--- src/sv/beg_pkg.sv ---
// ----------------------------------------------------------------------------
// beg_pkg
// Shared types, constants and register codes for the battery energy gauge.
// ----------------------------------------------------------------------------
package beg_pkg;

    localparam int REG_W          = 40;
    localparam int ENERGY_WIDTH_D = 40;

    localparam int VOLT_W  = 14;
    localparam int PCUR_W  = 12;
    localparam int BCUR_W  = 13;
    localparam int PANEL_W = VOLT_W + PCUR_W + 1;
    localparam int GAIN_W  = PANEL_W + 2;
    localparam int DRAIN_W = 26;
    localparam int LANES   = 3;

    localparam logic [REG_W-1:0] FULL_RESET = 40'd64378440000;
    localparam logic [REG_W-1:0] LOW_RESET  = 40'd10800000000;
    localparam logic [REG_W-1:0] HIGH_RESET = 40'd28800000000;

    localparam logic [DRAIN_W-1:0] BUS5_MV = 26'd5000;
    localparam logic [DRAIN_W-1:0] BUS3_MV = 26'd3000;

    localparam int STAT_COMPLETE_BIT = 0;
    localparam int STAT_CHARGING_BIT = 1;

    typedef enum logic [1:0] {
        REG_FULL_CAPACITY  = 2'd0,
        REG_LOW_THRESHOLD  = 2'd1,
        REG_HIGH_THRESHOLD = 2'd2
    } cfg_reg_t;

    typedef struct packed {
        logic [1:0]        charge_status;
        logic [BCUR_W-1:0] bus5_current_ma;
        logic [BCUR_W-1:0] bus3_current_ma;
        logic [VOLT_W-1:0] x_voltage_mv;
        logic [PCUR_W-1:0] x_neg_current_ma;
        logic [PCUR_W-1:0] x_pos_current_ma;
        logic [VOLT_W-1:0] y_voltage_mv;
        logic [PCUR_W-1:0] y_neg_current_ma;
        logic [PCUR_W-1:0] y_pos_current_ma;
        logic [VOLT_W-1:0] z_voltage_mv;
        logic [PCUR_W-1:0] z_neg_current_ma;
        logic [PCUR_W-1:0] z_pos_current_ma;
    } sample_t;

    typedef struct packed {
        logic [REG_W-1:0] energy_uj;
        logic             low_power;
    } result_t;

    typedef struct packed {
        logic [1:0]       addr;
        logic [REG_W-1:0] wdata;
    } cfg_word_t;

    typedef struct packed {
        logic [REG_W-1:0] full_capacity_uj;
        logic [REG_W-1:0] low_threshold_uj;
        logic [REG_W-1:0] high_threshold_uj;
    } cfg_regs_t;

endpackage

--- src/sv/beg_stream_if.sv ---
// ----------------------------------------------------------------------------
// beg_stream_if
// Valid/ready channel carrying one word of a given type.
// ----------------------------------------------------------------------------
interface beg_stream_if #(parameter type word_t = logic);
    logic  valid;
    logic  ready;
    word_t data;

    modport source (output valid, output data, input ready);
    modport sink   (input valid, input data, output ready);
endinterface

--- src/sv/beg_panel_lane.sv ---
// ----------------------------------------------------------------------------
// beg_panel_lane
// One solar panel lane: registered V * (Ineg + Ipos) in microjoules.
// ----------------------------------------------------------------------------
module beg_panel_lane (
    input  logic                        clk,
    input  logic                        en,
    input  logic [beg_pkg::VOLT_W-1:0]  voltage_mv,
    input  logic [beg_pkg::PCUR_W-1:0]  neg_current_ma,
    input  logic [beg_pkg::PCUR_W-1:0]  pos_current_ma,
    output logic [beg_pkg::PANEL_W-1:0] panel_uj
);
    import beg_pkg::*;

    logic [PCUR_W:0]    cur_sum;
    logic [PANEL_W-1:0] panel_reg;
    logic [PANEL_W-1:0] panel_next;

    assign cur_sum    = {1'b0, neg_current_ma} + {1'b0, pos_current_ma};
    assign panel_next = PANEL_W'(voltage_mv) * PANEL_W'(cur_sum);

    always_ff @(posedge clk)
    begin
        if (en)
        begin
            panel_reg <= panel_next;
        end
    end

    assign panel_uj = panel_reg;
endmodule

--- src/sv/beg_drain_lane.sv ---
// ----------------------------------------------------------------------------
// beg_drain_lane
// Bus output lane: registered 5000*I5 + 3000*I3 in microjoules.
// ----------------------------------------------------------------------------
module beg_drain_lane (
    input  logic                        clk,
    input  logic                        en,
    input  logic [beg_pkg::BCUR_W-1:0]  bus5_current_ma,
    input  logic [beg_pkg::BCUR_W-1:0]  bus3_current_ma,
    output logic [beg_pkg::DRAIN_W-1:0] drain_uj
);
    import beg_pkg::*;

    logic [DRAIN_W-1:0] drain_reg;
    logic [DRAIN_W-1:0] drain_next;

    assign drain_next = BUS5_MV * DRAIN_W'(bus5_current_ma)
                      + BUS3_MV * DRAIN_W'(bus3_current_ma);

    always_ff @(posedge clk)
    begin
        if (en)
        begin
            drain_reg <= drain_next;
        end
    end

    assign drain_uj = drain_reg;
endmodule

--- src/sv/beg_merge.sv ---
// ----------------------------------------------------------------------------
// beg_merge
// Merges lane results: gain sum, saturating energy update, low power flag.
// ----------------------------------------------------------------------------
module beg_merge #(
    parameter int ENERGY_WIDTH = beg_pkg::ENERGY_WIDTH_D
) (
    input  logic                        clk,
    input  logic                        rst_n,
    input  beg_pkg::cfg_regs_t          cfg_regs,
    input  logic                        lane_valid,
    output logic                        lane_ready,
    input  logic [1:0]                  lane_status,
    input  logic [beg_pkg::DRAIN_W-1:0] lane_drain,
    input  logic [beg_pkg::PANEL_W-1:0] lane_panel [beg_pkg::LANES],
    beg_stream_if.source                result
);
    import beg_pkg::*;

    localparam int EW = ENERGY_WIDTH;
    localparam int CW = (EW > REG_W) ? EW : REG_W;
    localparam logic [CW-1:0] MAX_EXT        = CW'({EW{1'b1}});
    localparam logic [CW-1:0] FULL_RESET_EXT = CW'(FULL_RESET);
    localparam logic [EW-1:0] ENERGY_MAX     = {EW{1'b1}};
    localparam logic [EW-1:0] ENERGY_RESET   =
        (FULL_RESET_EXT > MAX_EXT) ? ENERGY_MAX : EW'(FULL_RESET_EXT);

    // stage 2: merged lanes
    logic               v2_reg;
    logic [1:0]         status_reg;
    logic [GAIN_W-1:0]  gain_reg;
    logic [GAIN_W-1:0]  gain_next;
    logic [DRAIN_W-1:0] drain_reg;
    // stage 3: energy state
    logic               v3_reg;
    logic [EW-1:0]      energy_reg;
    logic [EW-1:0]      energy_next;
    // stage 4: result word
    logic               v4_reg;
    logic [REG_W-1:0]   out_energy_reg;
    logic               low_power_reg;
    logic               low_power_next;

    logic en2, en3, en4;
    logic [CW-1:0] full_ext;
    logic [EW-1:0] full_clamp;
    logic [EW-1:0] drain_ext;
    logic [EW-1:0] gain_ext;
    logic [EW-1:0] after_drain;
    logic [EW-1:0] base_energy;
    logic [CW-1:0] energy_ext;
    logic [CW-1:0] low_ext;
    logic [CW-1:0] high_ext;

    assign en4        = !v4_reg || result.ready;
    assign en3        = !v3_reg || en4;
    assign en2        = !v2_reg || en3;
    assign lane_ready = en2;

    assign gain_next = GAIN_W'(lane_panel[0]) + GAIN_W'(lane_panel[1])
                     + GAIN_W'(lane_panel[2]);

    always_ff @(posedge clk)
    begin
        if (en2)
        begin
            status_reg <= lane_status;
            gain_reg   <= gain_next;
            drain_reg  <= lane_drain;
        end
    end

    assign full_ext   = CW'(cfg_regs.full_capacity_uj);
    assign full_clamp = (full_ext > MAX_EXT) ? ENERGY_MAX : EW'(full_ext);
    assign drain_ext  = EW'(drain_reg);
    assign gain_ext   = EW'(gain_reg);

    always_comb
    begin
        after_drain = (drain_ext >= energy_reg) ? '0 : energy_reg - drain_ext;
        base_energy = status_reg[STAT_COMPLETE_BIT] ? full_clamp : after_drain;
        energy_next = base_energy;
        if (status_reg[STAT_CHARGING_BIT])
        begin
            // headroom to full scale is the complement
            energy_next = (gain_ext >= ~base_energy) ? ENERGY_MAX
                                                      : base_energy + gain_ext;
        end
    end

    assign energy_ext = CW'(energy_reg);
    assign low_ext    = CW'(cfg_regs.low_threshold_uj);
    assign high_ext   = CW'(cfg_regs.high_threshold_uj);

    always_comb
    begin
        low_power_next = low_power_reg;
        priority if (energy_ext < low_ext)
        begin
            low_power_next = 1'b1;
        end
        else if (low_power_reg && energy_ext > high_ext)
        begin
            low_power_next = 1'b0;
        end
    end

    always_ff @(posedge clk or negedge rst_n)
    begin
        if (!rst_n)
        begin
            v2_reg        <= 1'b0;
            v3_reg        <= 1'b0;
            v4_reg        <= 1'b0;
            energy_reg    <= ENERGY_RESET;
            low_power_reg <= 1'b0;
        end
        else
        begin
            if (en2)
            begin
                v2_reg <= lane_valid;
            end
            if (en3)
            begin
                v3_reg <= v2_reg;
                if (v2_reg)
                begin
                    energy_reg <= energy_next;
                end
            end
            if (en4)
            begin
                v4_reg <= v3_reg;
                if (v3_reg)
                begin
                    low_power_reg <= low_power_next;
                end
            end
        end
    end

    always_ff @(posedge clk)
    begin
        if (en4 && v3_reg)
        begin
            out_energy_reg <= REG_W'(energy_reg);
        end
    end

    assign result.valid          = v4_reg;
    assign result.data.energy_uj = out_energy_reg;
    assign result.data.low_power = low_power_reg;

`ifndef SYNTHESIS
    a_energy_hold: assert property (@(posedge clk) disable iff (!rst_n)
        !(en3 && v2_reg) |=> $stable(energy_reg))
        else $error("energy changed without a word");

    a_drain_only: assert property (@(posedge clk) disable iff (!rst_n)
        (en3 && v2_reg && status_reg == 2'b00) |=> energy_reg <= $past(energy_reg))
        else $error("energy rose without charging");

    a_reload: assert property (@(posedge clk) disable iff (!rst_n)
        (en3 && v2_reg && status_reg[STAT_COMPLETE_BIT] && !status_reg[STAT_CHARGING_BIT])
        |=> energy_reg == $past(full_clamp))
        else $error("charge complete did not reload");

    a_low_flag: assert property (@(posedge clk) disable iff (!rst_n)
        (en4 && v3_reg && energy_ext < low_ext) |=> low_power_reg)
        else $error("low power flag not set");
`endif
endmodule

--- src/sv/battery_energy_gauge_unit.sv ---
// ----------------------------------------------------------------------------
// battery_energy_gauge_unit
// Energy counting gauge: panel and bus lanes in parallel, merged into a
// saturating microjoule count with a hysteretic low power flag.
//
// Channel   Dir  Word         Notes
// sample    in   sample_t     one per one-second sample
// result    out  result_t     one per sample, in order
// cfg       in   cfg_word_t   addr 0 full cap, 1 low thr, 2 high thr
//
// Four-stage pipeline: lanes, merge, energy update, result register.
// A new sample is taken every cycle while no stall on result backs up the pipeline.
// The energy register's next value is formed combinationally from its own value.
// Stalls on result collapse bubbles stage by stage.
// Reset loads full capacity into the energy and clears the flag.
// ----------------------------------------------------------------------------
module battery_energy_gauge_unit #(
    parameter int ENERGY_WIDTH = beg_pkg::ENERGY_WIDTH_D
) (
    input  logic         clk,
    input  logic         rst_n,
    beg_stream_if.sink   sample,
    beg_stream_if.source result,
    beg_stream_if.sink   cfg
);
    import beg_pkg::*;

    cfg_regs_t          cfg_regs_reg;
    logic               v1_reg;
    logic [1:0]         status1_reg;
    logic               en1;
    logic               lane_ready;
    logic [DRAIN_W-1:0] lane_drain;
    logic [PANEL_W-1:0] lane_panel [LANES];
    logic [VOLT_W-1:0]  volt     [LANES];
    logic [PCUR_W-1:0]  neg_cur  [LANES];
    logic [PCUR_W-1:0]  pos_cur  [LANES];

    assign cfg.ready = 1'b1;

    always_ff @(posedge clk or negedge rst_n)
    begin
        if (!rst_n)
        begin
            cfg_regs_reg.full_capacity_uj  <= FULL_RESET;
            cfg_regs_reg.low_threshold_uj  <= LOW_RESET;
            cfg_regs_reg.high_threshold_uj <= HIGH_RESET;
        end
        else if (cfg.valid)
        begin
            unique case (cfg.data.addr)
                REG_FULL_CAPACITY:  cfg_regs_reg.full_capacity_uj  <= cfg.data.wdata;
                REG_LOW_THRESHOLD:  cfg_regs_reg.low_threshold_uj  <= cfg.data.wdata;
                REG_HIGH_THRESHOLD: cfg_regs_reg.high_threshold_uj <= cfg.data.wdata;
                default: ;
            endcase
        end
    end

    assign en1          = !v1_reg || lane_ready;
    assign sample.ready = en1;

    always_ff @(posedge clk or negedge rst_n)
    begin
        if (!rst_n)
        begin
            v1_reg <= 1'b0;
        end
        else if (en1)
        begin
            v1_reg <= sample.valid;
        end
    end

    always_ff @(posedge clk)
    begin
        if (en1)
        begin
            status1_reg <= sample.data.charge_status;
        end
    end

    assign volt[0]    = sample.data.x_voltage_mv;
    assign neg_cur[0] = sample.data.x_neg_current_ma;
    assign pos_cur[0] = sample.data.x_pos_current_ma;
    assign volt[1]    = sample.data.y_voltage_mv;
    assign neg_cur[1] = sample.data.y_neg_current_ma;
    assign pos_cur[1] = sample.data.y_pos_current_ma;
    assign volt[2]    = sample.data.z_voltage_mv;
    assign neg_cur[2] = sample.data.z_neg_current_ma;
    assign pos_cur[2] = sample.data.z_pos_current_ma;

    for (genvar i = 0; i < LANES; i++)
    begin : g_panel
        beg_panel_lane u_lane (
            .clk            (clk),
            .en             (en1),
            .voltage_mv     (volt[i]),
            .neg_current_ma (neg_cur[i]),
            .pos_current_ma (pos_cur[i]),
            .panel_uj       (lane_panel[i])
        );
    end

    beg_drain_lane u_drain (
        .clk             (clk),
        .en              (en1),
        .bus5_current_ma (sample.data.bus5_current_ma),
        .bus3_current_ma (sample.data.bus3_current_ma),
        .drain_uj        (lane_drain)
    );

    beg_merge #(
        .ENERGY_WIDTH (ENERGY_WIDTH)
    ) u_merge (
        .clk         (clk),
        .rst_n       (rst_n),
        .cfg_regs    (cfg_regs_reg),
        .lane_valid  (v1_reg),
        .lane_ready  (lane_ready),
        .lane_status (status1_reg),
        .lane_drain  (lane_drain),
        .lane_panel  (lane_panel),
        .result      (result)
    );
endmodule

--- src/flat_wrapper.sv ---
// flat-port wrapper written by rule: the top's interface ports become plain ports
module battery_energy_gauge_unit_flat import beg_pkg::*;
#(
    parameter int ENERGY_WIDTH = beg_pkg::ENERGY_WIDTH_D
)
  (clk, rst_n, sample_valid, sample_data, sample_ready, result_valid, result_data, result_ready, cfg_valid, cfg_data, cfg_ready);
  beg_stream_if #(.word_t(sample_t)) sample_i ();
  beg_stream_if #(.word_t(result_t)) result_i ();
  beg_stream_if #(.word_t(cfg_word_t)) cfg_i ();
  input  logic clk;
  input  logic rst_n;
  input wire logic [$bits(sample_i.valid)-1:0] sample_valid;
  input wire logic [$bits(sample_i.data)-1:0] sample_data;
  output wire logic [$bits(sample_i.ready)-1:0] sample_ready;
  output wire logic [$bits(result_i.valid)-1:0] result_valid;
  output wire logic [$bits(result_i.data)-1:0] result_data;
  input wire logic [$bits(result_i.ready)-1:0] result_ready;
  input wire logic [$bits(cfg_i.valid)-1:0] cfg_valid;
  input wire logic [$bits(cfg_i.data)-1:0] cfg_data;
  output wire logic [$bits(cfg_i.ready)-1:0] cfg_ready;
  assign sample_i.valid = sample_valid;
  assign sample_i.data = sample_data;
  assign sample_ready = sample_i.ready;
  assign result_valid = result_i.valid;
  assign result_data = result_i.data;
  assign result_i.ready = result_ready;
  assign cfg_i.valid = cfg_valid;
  assign cfg_i.data = cfg_data;
  assign cfg_ready = cfg_i.ready;
  battery_energy_gauge_unit #(.ENERGY_WIDTH(ENERGY_WIDTH)) u_core (.clk(clk), .rst_n(rst_n), .sample(sample_i), .result(result_i), .cfg(cfg_i));
endmodule
--- config.mk ---
export PLATFORM = sky130hd
export DESIGN_NAME = battery_energy_gauge_unit_flat
export DESIGN_NICKNAME = d
export VERILOG_FILES = /design/src/sv/beg_pkg.sv /design/src/sv/beg_stream_if.sv /design/src/sv/beg_panel_lane.sv /design/src/sv/beg_drain_lane.sv /design/src/sv/beg_merge.sv /design/src/sv/battery_energy_gauge_unit.sv /design/src/flat_wrapper.sv
export SDC_FILE = /design/constraint.sdc
export NUM_CORES = 2
export LEC_CHECK = 0
export BUFFER_PORTS_ARGS = -buffer_cell sky130_fd_sc_hd__buf_2
export CAP_MARGIN = 40
export CORE_UTILIZATION = 37
export CTS_BUF_LIST = sky130_fd_sc_hd__clkbuf_2
export CTS_CLUSTER_DIAMETER = 30
export CTS_CLUSTER_SIZE = 40
export DETAILED_ROUTE_END_ITERATION = 16
export GPL_ROUTABILITY_DRIVEN = 0
export PLACE_DENSITY = 0.5
export SLEW_MARGIN = 30
export SYNTH_ARGS = -nofsm -noshare
export SYNTH_HDL_FRONTEND = slang
export SYNTH_SLANG_ARGS = --single-unit
--- constraint.sdc ---
create_clock -name clk -period 14.9 [get_ports clk]
set_input_delay 3.725 -clock clk [delete_from_list [all_inputs] [get_ports clk]]
set_output_delay 3.725 -clock clk [all_outputs]
set_load 0.02 [all_outputs]
# After elaboration in Yosys (flattened, before gate mapping)
# Index checks and enable logic that the tools add are counted.
# Widths: inputs -> output; s select.
[op_classes] n_addsub=8 multipliers=5 n_lt_le_gt_ge=5 n_eq_ne=2 mux=7 bitwise_logic=1 reduce_logical=17
[op_table] operator="$mux 40" n=5
[op_table] operator="$mul 14x13->27" n=3
[op_table] operator="$add 40x29->40" n=1
[op_table] operator="$ge 26x40->1" n=1
[op_table] operator="$ge 29x40->1" n=1
[op_table] operator="$gt 40x40->1" n=1
[op_table] operator="$gt 40x40->1 const B" n=1
[op_table] operator="$lt 40x40->1" n=1
[op_table] operator="$not 40->40" n=1
[op_table] operator="$sub 40x26->40" n=1
[op_table] operator="$add 12x12->13" n=3
[op_table] operator="$add 28x27->29" n=1
[op_table] operator="$add 27x27->28" n=1
[op_table] operator="$add 26x25->26" n=1
[op_table] operator="$mul 10x13->23 const A" n=1
[op_table] operator="$mul 9x13->22 const A" n=1
[op_table] operator="$reduce_and 2->1" n=4
[op_table] operator="$logic_not 1->1" n=4
[op_table] operator="$logic_or 1x1->1" n=4
[op_table] operator="$reduce_and 3->1" n=1
[op_table] operator="$eq 2x1->1 const B" n=1
[op_table] operator="$eq 2x2->1 const B" n=1
[op_table] operator="$logic_and 1x1->1" n=2
[op_table] operator="$logic_not 2->1" n=1
[op_table] operator="2 further kinds" n=3
[word_totals] ff_bits=371 output_inout_bits=44

# Longest topological paths before layout
[depth] ltp_word=7 depth_mapped=34

# Modules after synthesis
# From an unflattened synthesis, not the netlist that was laid out.
[hier_totals] cells_unflattened=4945 area_unflattened_um2=46983.8
[by_module_without_submodules] mod="beg_merge" n_inst=1 cells_each=1359 area_each_um2=12837.3 seq_area_each_um2=4032.6
[by_module_without_submodules] mod="beg_panel_lane at u_core.g_panel[1].u_lane" n_inst=1 cells_each=924 area_each_um2=7963.9 seq_area_each_um2=810.8
[by_module_without_submodules] mod="beg_panel_lane at u_core.g_panel[0].u_lane" n_inst=1 cells_each=843 area_each_um2=7516.0 seq_area_each_um2=810.8
[by_module_without_submodules] mod="beg_panel_lane at u_core.g_panel[2].u_lane" n_inst=1 cells_each=814 area_each_um2=7329.5 seq_area_each_um2=810.8
[by_module_without_submodules] mod="beg_drain_lane" n_inst=1 cells_each=743 area_each_um2=6725.2 seq_area_each_um2=690.7
[by_module_without_submodules] mod="battery_energy_gauge_unit" n_inst=1 cells_each=262 area_each_um2=4611.9 seq_area_each_um2=3139.3

# Least setup slack after synthesis
# No wires, ideal clock.
[synth_timing] path_kind="input-to-reg" start="input sample_data[76]" end="register u_core.g_panel[0].u_lane.panel_reg[25] (data pin)" t_arrival_ns=10.721 required_ns=14.642 setup_slack_ns=3.921 cell_stages=31 cell_sequence="ha_1 > inv_1 > fa_1 > nor2b_1 > o21ai_0 > a21boi_0 > o21ai_0 > a21boi_0 > o21ai_0 > nand2b_1 > a21o_1 > a21oi_1 > o21ai_0 > clkbuf_1 > and2_1 > fa_1 > fa_1 > fa_1 > fa_1 > inv_1 > fa_1 > inv_1 > ha_1 > and2_1 > a31o_2 > a41o_1 > o41ai_1 > o2111ai_1 > a31o_2 > a21oi_1 > xnor2_1"
[synth_via] elab_chain_len=2
[synth_rtl] item="start: declaration" line="flat_wrapper.sv:13" text="input wire logic [$bits(sample_i.data)-1:0] sample_data;"
[synth_rtl] item="$add 12x12->13" line="beg_panel_lane.sv:19" text="assign cur_sum = {1'b0, neg_current_ma} + {1'b0, pos_current_ma};"
[synth_rtl] item="$mul 14x13->27" line="beg_panel_lane.sv:20" text="assign panel_next = PANEL_W'(voltage_mv) * PANEL_W'(cur_sum);"
[synth_rtl] item="via u_core.g_panel[0].u_lane.panel_next[25]" line="beg_panel_lane.sv:17" text="logic [PANEL_W-1:0] panel_next;"
[synth_rtl] item="end signal: assignment" line="beg_panel_lane.sv:26" text="panel_reg <= panel_next;"
[synth_rtl] item="end: declaration" line="beg_panel_lane.sv:16" text="logic [PANEL_W-1:0] panel_reg;"
# The timed path passes the listed nets, and every way through them passes these cells.
# A chain may end at the register's enable or synchronous reset.

# Final worst setup path
[layout_timing] start="input sample_data[77]" end="register u_core.g_panel[0].u_lane.panel_reg[25] (data pin)"
# The elaborated chain is that of the path after synthesis.

==> metrics.txt <==
CP max-delay cell o41ai_1; Slew @ Worst Pin around 0.86 ns; routed wire length between 100000 and 150000 um; Clock transition at path regs 0.12 ns; CP Depth 30; vias 31800; Slew Limit Headroom 0.424; skew final 0.151 ns; Setup-failing EPs final 0; TNS Setup 0 ns; worst setup margin ~4.0 ns; Startpoint Class input pin; Area Overhead vs Synth 9.71%; CP Class in -> reg; row count 126; Nets 6044; die footprint around 0.12 mm^2; Post-Syn Area about 0.044 mm^2; antenna violations before repair 3; async set-or-reset flop fraction in the synthesized netlist 0.452; filler instances 11900; synthesized area per cell 9.74 um^2; DR pass1 iterations 5; critical path arrival between 10 and 15 ns; first-pass GRT wire length 181000 um; vias in the first global route 33000; share of cells above drive strength 1 0.139; worst path buffer plus inverter count 4; initial detailed-routing violation count 1380; Initial Util 0.374; RSZ-0062 raised after global routing false; Max Fclk slightly above 90 MHz; Clock Path Buffers 3; CTS root buf clkbuf_2; Detail Placement HPWL between 90000 and 100000 um; # H-tree levels 3; max cap viols 0; Yosys top cell area share 0.230; DIE WIDTH around 350 um; flip-flop and latch count after synthesis 365; largest net degree at the start of global routing 109; register area share after synthesis 0.231; CP required 15.71 ns; CORE AREA ~0.12 mm^2; PortBufs 231; DRC viols 0; Synth area leaders fa_1, ha_1, edfxtp_1; CTS Sinks 365; Vias/cell approximately 5; die height 348 um; # Post-CTS Setup Buffers 0; antenna viol nets, final 0; dpl ws approximately 2.9 ns; Post-synth top flop edfxtp_1; fin. max-slew vios 0; CTS tree yes; most used cell, CP fa_1; Worst setup EP type register; top-count cell post-synth inv_1; Synth Instances 4541; average wire per standard cell 17.5 um; gr usage total 0.190; max incr delay on CP between 0.5 and 0.6 ns; Overflow after GRT 0; synth cell count leaders inv_1, ha_1, fa_1; Hold Crit Class reg -> reg; net count after synthesis 5792; synth unique cells 84; hold path cells 0; fin cells ~6400; top cell type by total area after synthesis fa_1; Largest register FFs between 100 and 150; status finished clean; Clock Latency Late Sink 1.14 ns; Max FO, Critical Path 9; IO Pins 233; Num CTS Buffers 100; final hold violation count 0; crit path time final approximately 11 ns; R2R cell count 19; final period utilization 0.728; EDFF count, synth 200; placed cell count 6222; cts hold-fix bufs 0; cell family with most CP delay compound AO/OA/AOI/OAI gates; Yosys Warn Count 0; # resized after CTS 0
per-stage QoR:
step / hold WS, ns / instance area [um^2] / utilization
global route: 0.412 / 48500 / 0.410
floorplan: 0.400 / 44200 / -
finish: 0.423 / 48500 / 0.410
detailed placement: 0.409 / 47200 / 0.399
global placement: 0.405 / 47100 / 0.398
CTS: 0.430 / 48400 / 0.409
final cells by class:
class,count,area (um^2),area share
diodes,2,5.00,0.000103
clock buffers,120,601,0.0124
clock inverters,66,587,0.0121
inverters,856,3210,0.0662
multi-input cells,3193,30400,0.626
flip-flops and latches,365,10200,0.210
well taps,1536,1920,0.0396
repair buffers,277,1600,0.0330
layout by cell type (no fill, tap or decap), types with 11 or more instances in the layout:
| master | instances |
|---|---|
| and2_1 | 211 |
| o21ai_0 | 151 |
| dfstp_2 | 56 |
| buf_2 | 232 |
| a21boi_0 | 17 |
| xor2_1 | 65 |
| or3_1 | 12 |
| dfrtp_1 | 109 |
| o22ai_1 | 16 |
| o21a_1 | 31 |
| nand2_1 | 438 |
| edfxtp_1 | 200 |
| a21o_1 | 103 |
| ha_1 | 553 |
| clkinvlp_4 | 15 |
| nand2b_1 | 73 |
| and3_1 | 21 |
| a21oi_1 | 175 |
| a31oi_1 | 36 |
| nor3_1 | 57 |
| o31ai_1 | 12 |
| nor2_1 | 136 |
| o21bai_1 | 19 |
| mux2_2 | 119 |
| nand3_1 | 36 |
| buf_4 | 31 |
| nor2b_1 | 46 |
| nand4_1 | 27 |
| clkinv_1 | 11 |
| fa_1 | 509 |
| a211oi_1 | 16 |
| clkbuf_2 | 120 |
| inv_1 | 855 |
| xnor2_1 | 138 |
| clkinv_2 | 22 |
worst paths after layout:
check | startpoint | to | slack, ns
hold / removal | u_core.u_drain.drain_uj[12]$_DFFE_PP_ | u_core.u_merge.drain_reg[12]$_DFFE_PP_ | 0.42
max in group asynchronous | rst_n | u_core.u_merge.energy_ext[27]$_DFFE_PN1P_ | 11.32
setup reg to reg | u_core.u_merge.energy_ext[7]$_DFFE_PN0P_ | u_core.u_merge.energy_ext[38]$_DFFE_PN0P_ | 7.58
setup / recovery | sample_data[77] | u_core.g_panel[0].u_lane.panel_uj[25]$_DFFE_PP_ | 4.05
hold reg to reg | u_core.u_drain.drain_uj[12]$_DFFE_PP_ | u_core.u_merge.drain_reg[12]$_DFFE_PP_ | 0.42
min in group asynchronous | rst_n | u_core.cfg_regs_reg[7]$_DFFE_PN0P_ | 2.51
per-layer routing:
layer	track usage	wire, um	share of wire
met1	0.248	50400	0.45
met2	0.339	56900	0.51
met3	0.0187	3620	0.032
met4	0.0378	1630	0.014
met5	0	11	0.000098
logic make-up after synthesis:
| family | after synthesis | share of synthesized area |
|---|---|---|
| flops | 365 | 0.231 |
| mux | 122 | 0.0310 |
| fa+ha+maj | 1062 | 0.387 |
| buf+inv | 983 | 0.0845 |
| other cells | 1 | 0.0000848 |
| compound gates | 686 | 0.101 |
| simple gates | 1107 | 0.123 |
| xor+xnor | 215 | 0.0426 |
worst register-to-register path: cells and delay by family, from the launching register on:
family                     cells  cell delay [ns]
AOI/OAI and AO/OA              9             2.93
and+or+nand+nor                8             2.85
adders and majority gates      2             0.87
DFF                            1             0.50
Power is left out: the tool's default activity adds up to more than one toggle a clock period on the data nets, which glitch-free logic cannot reach.
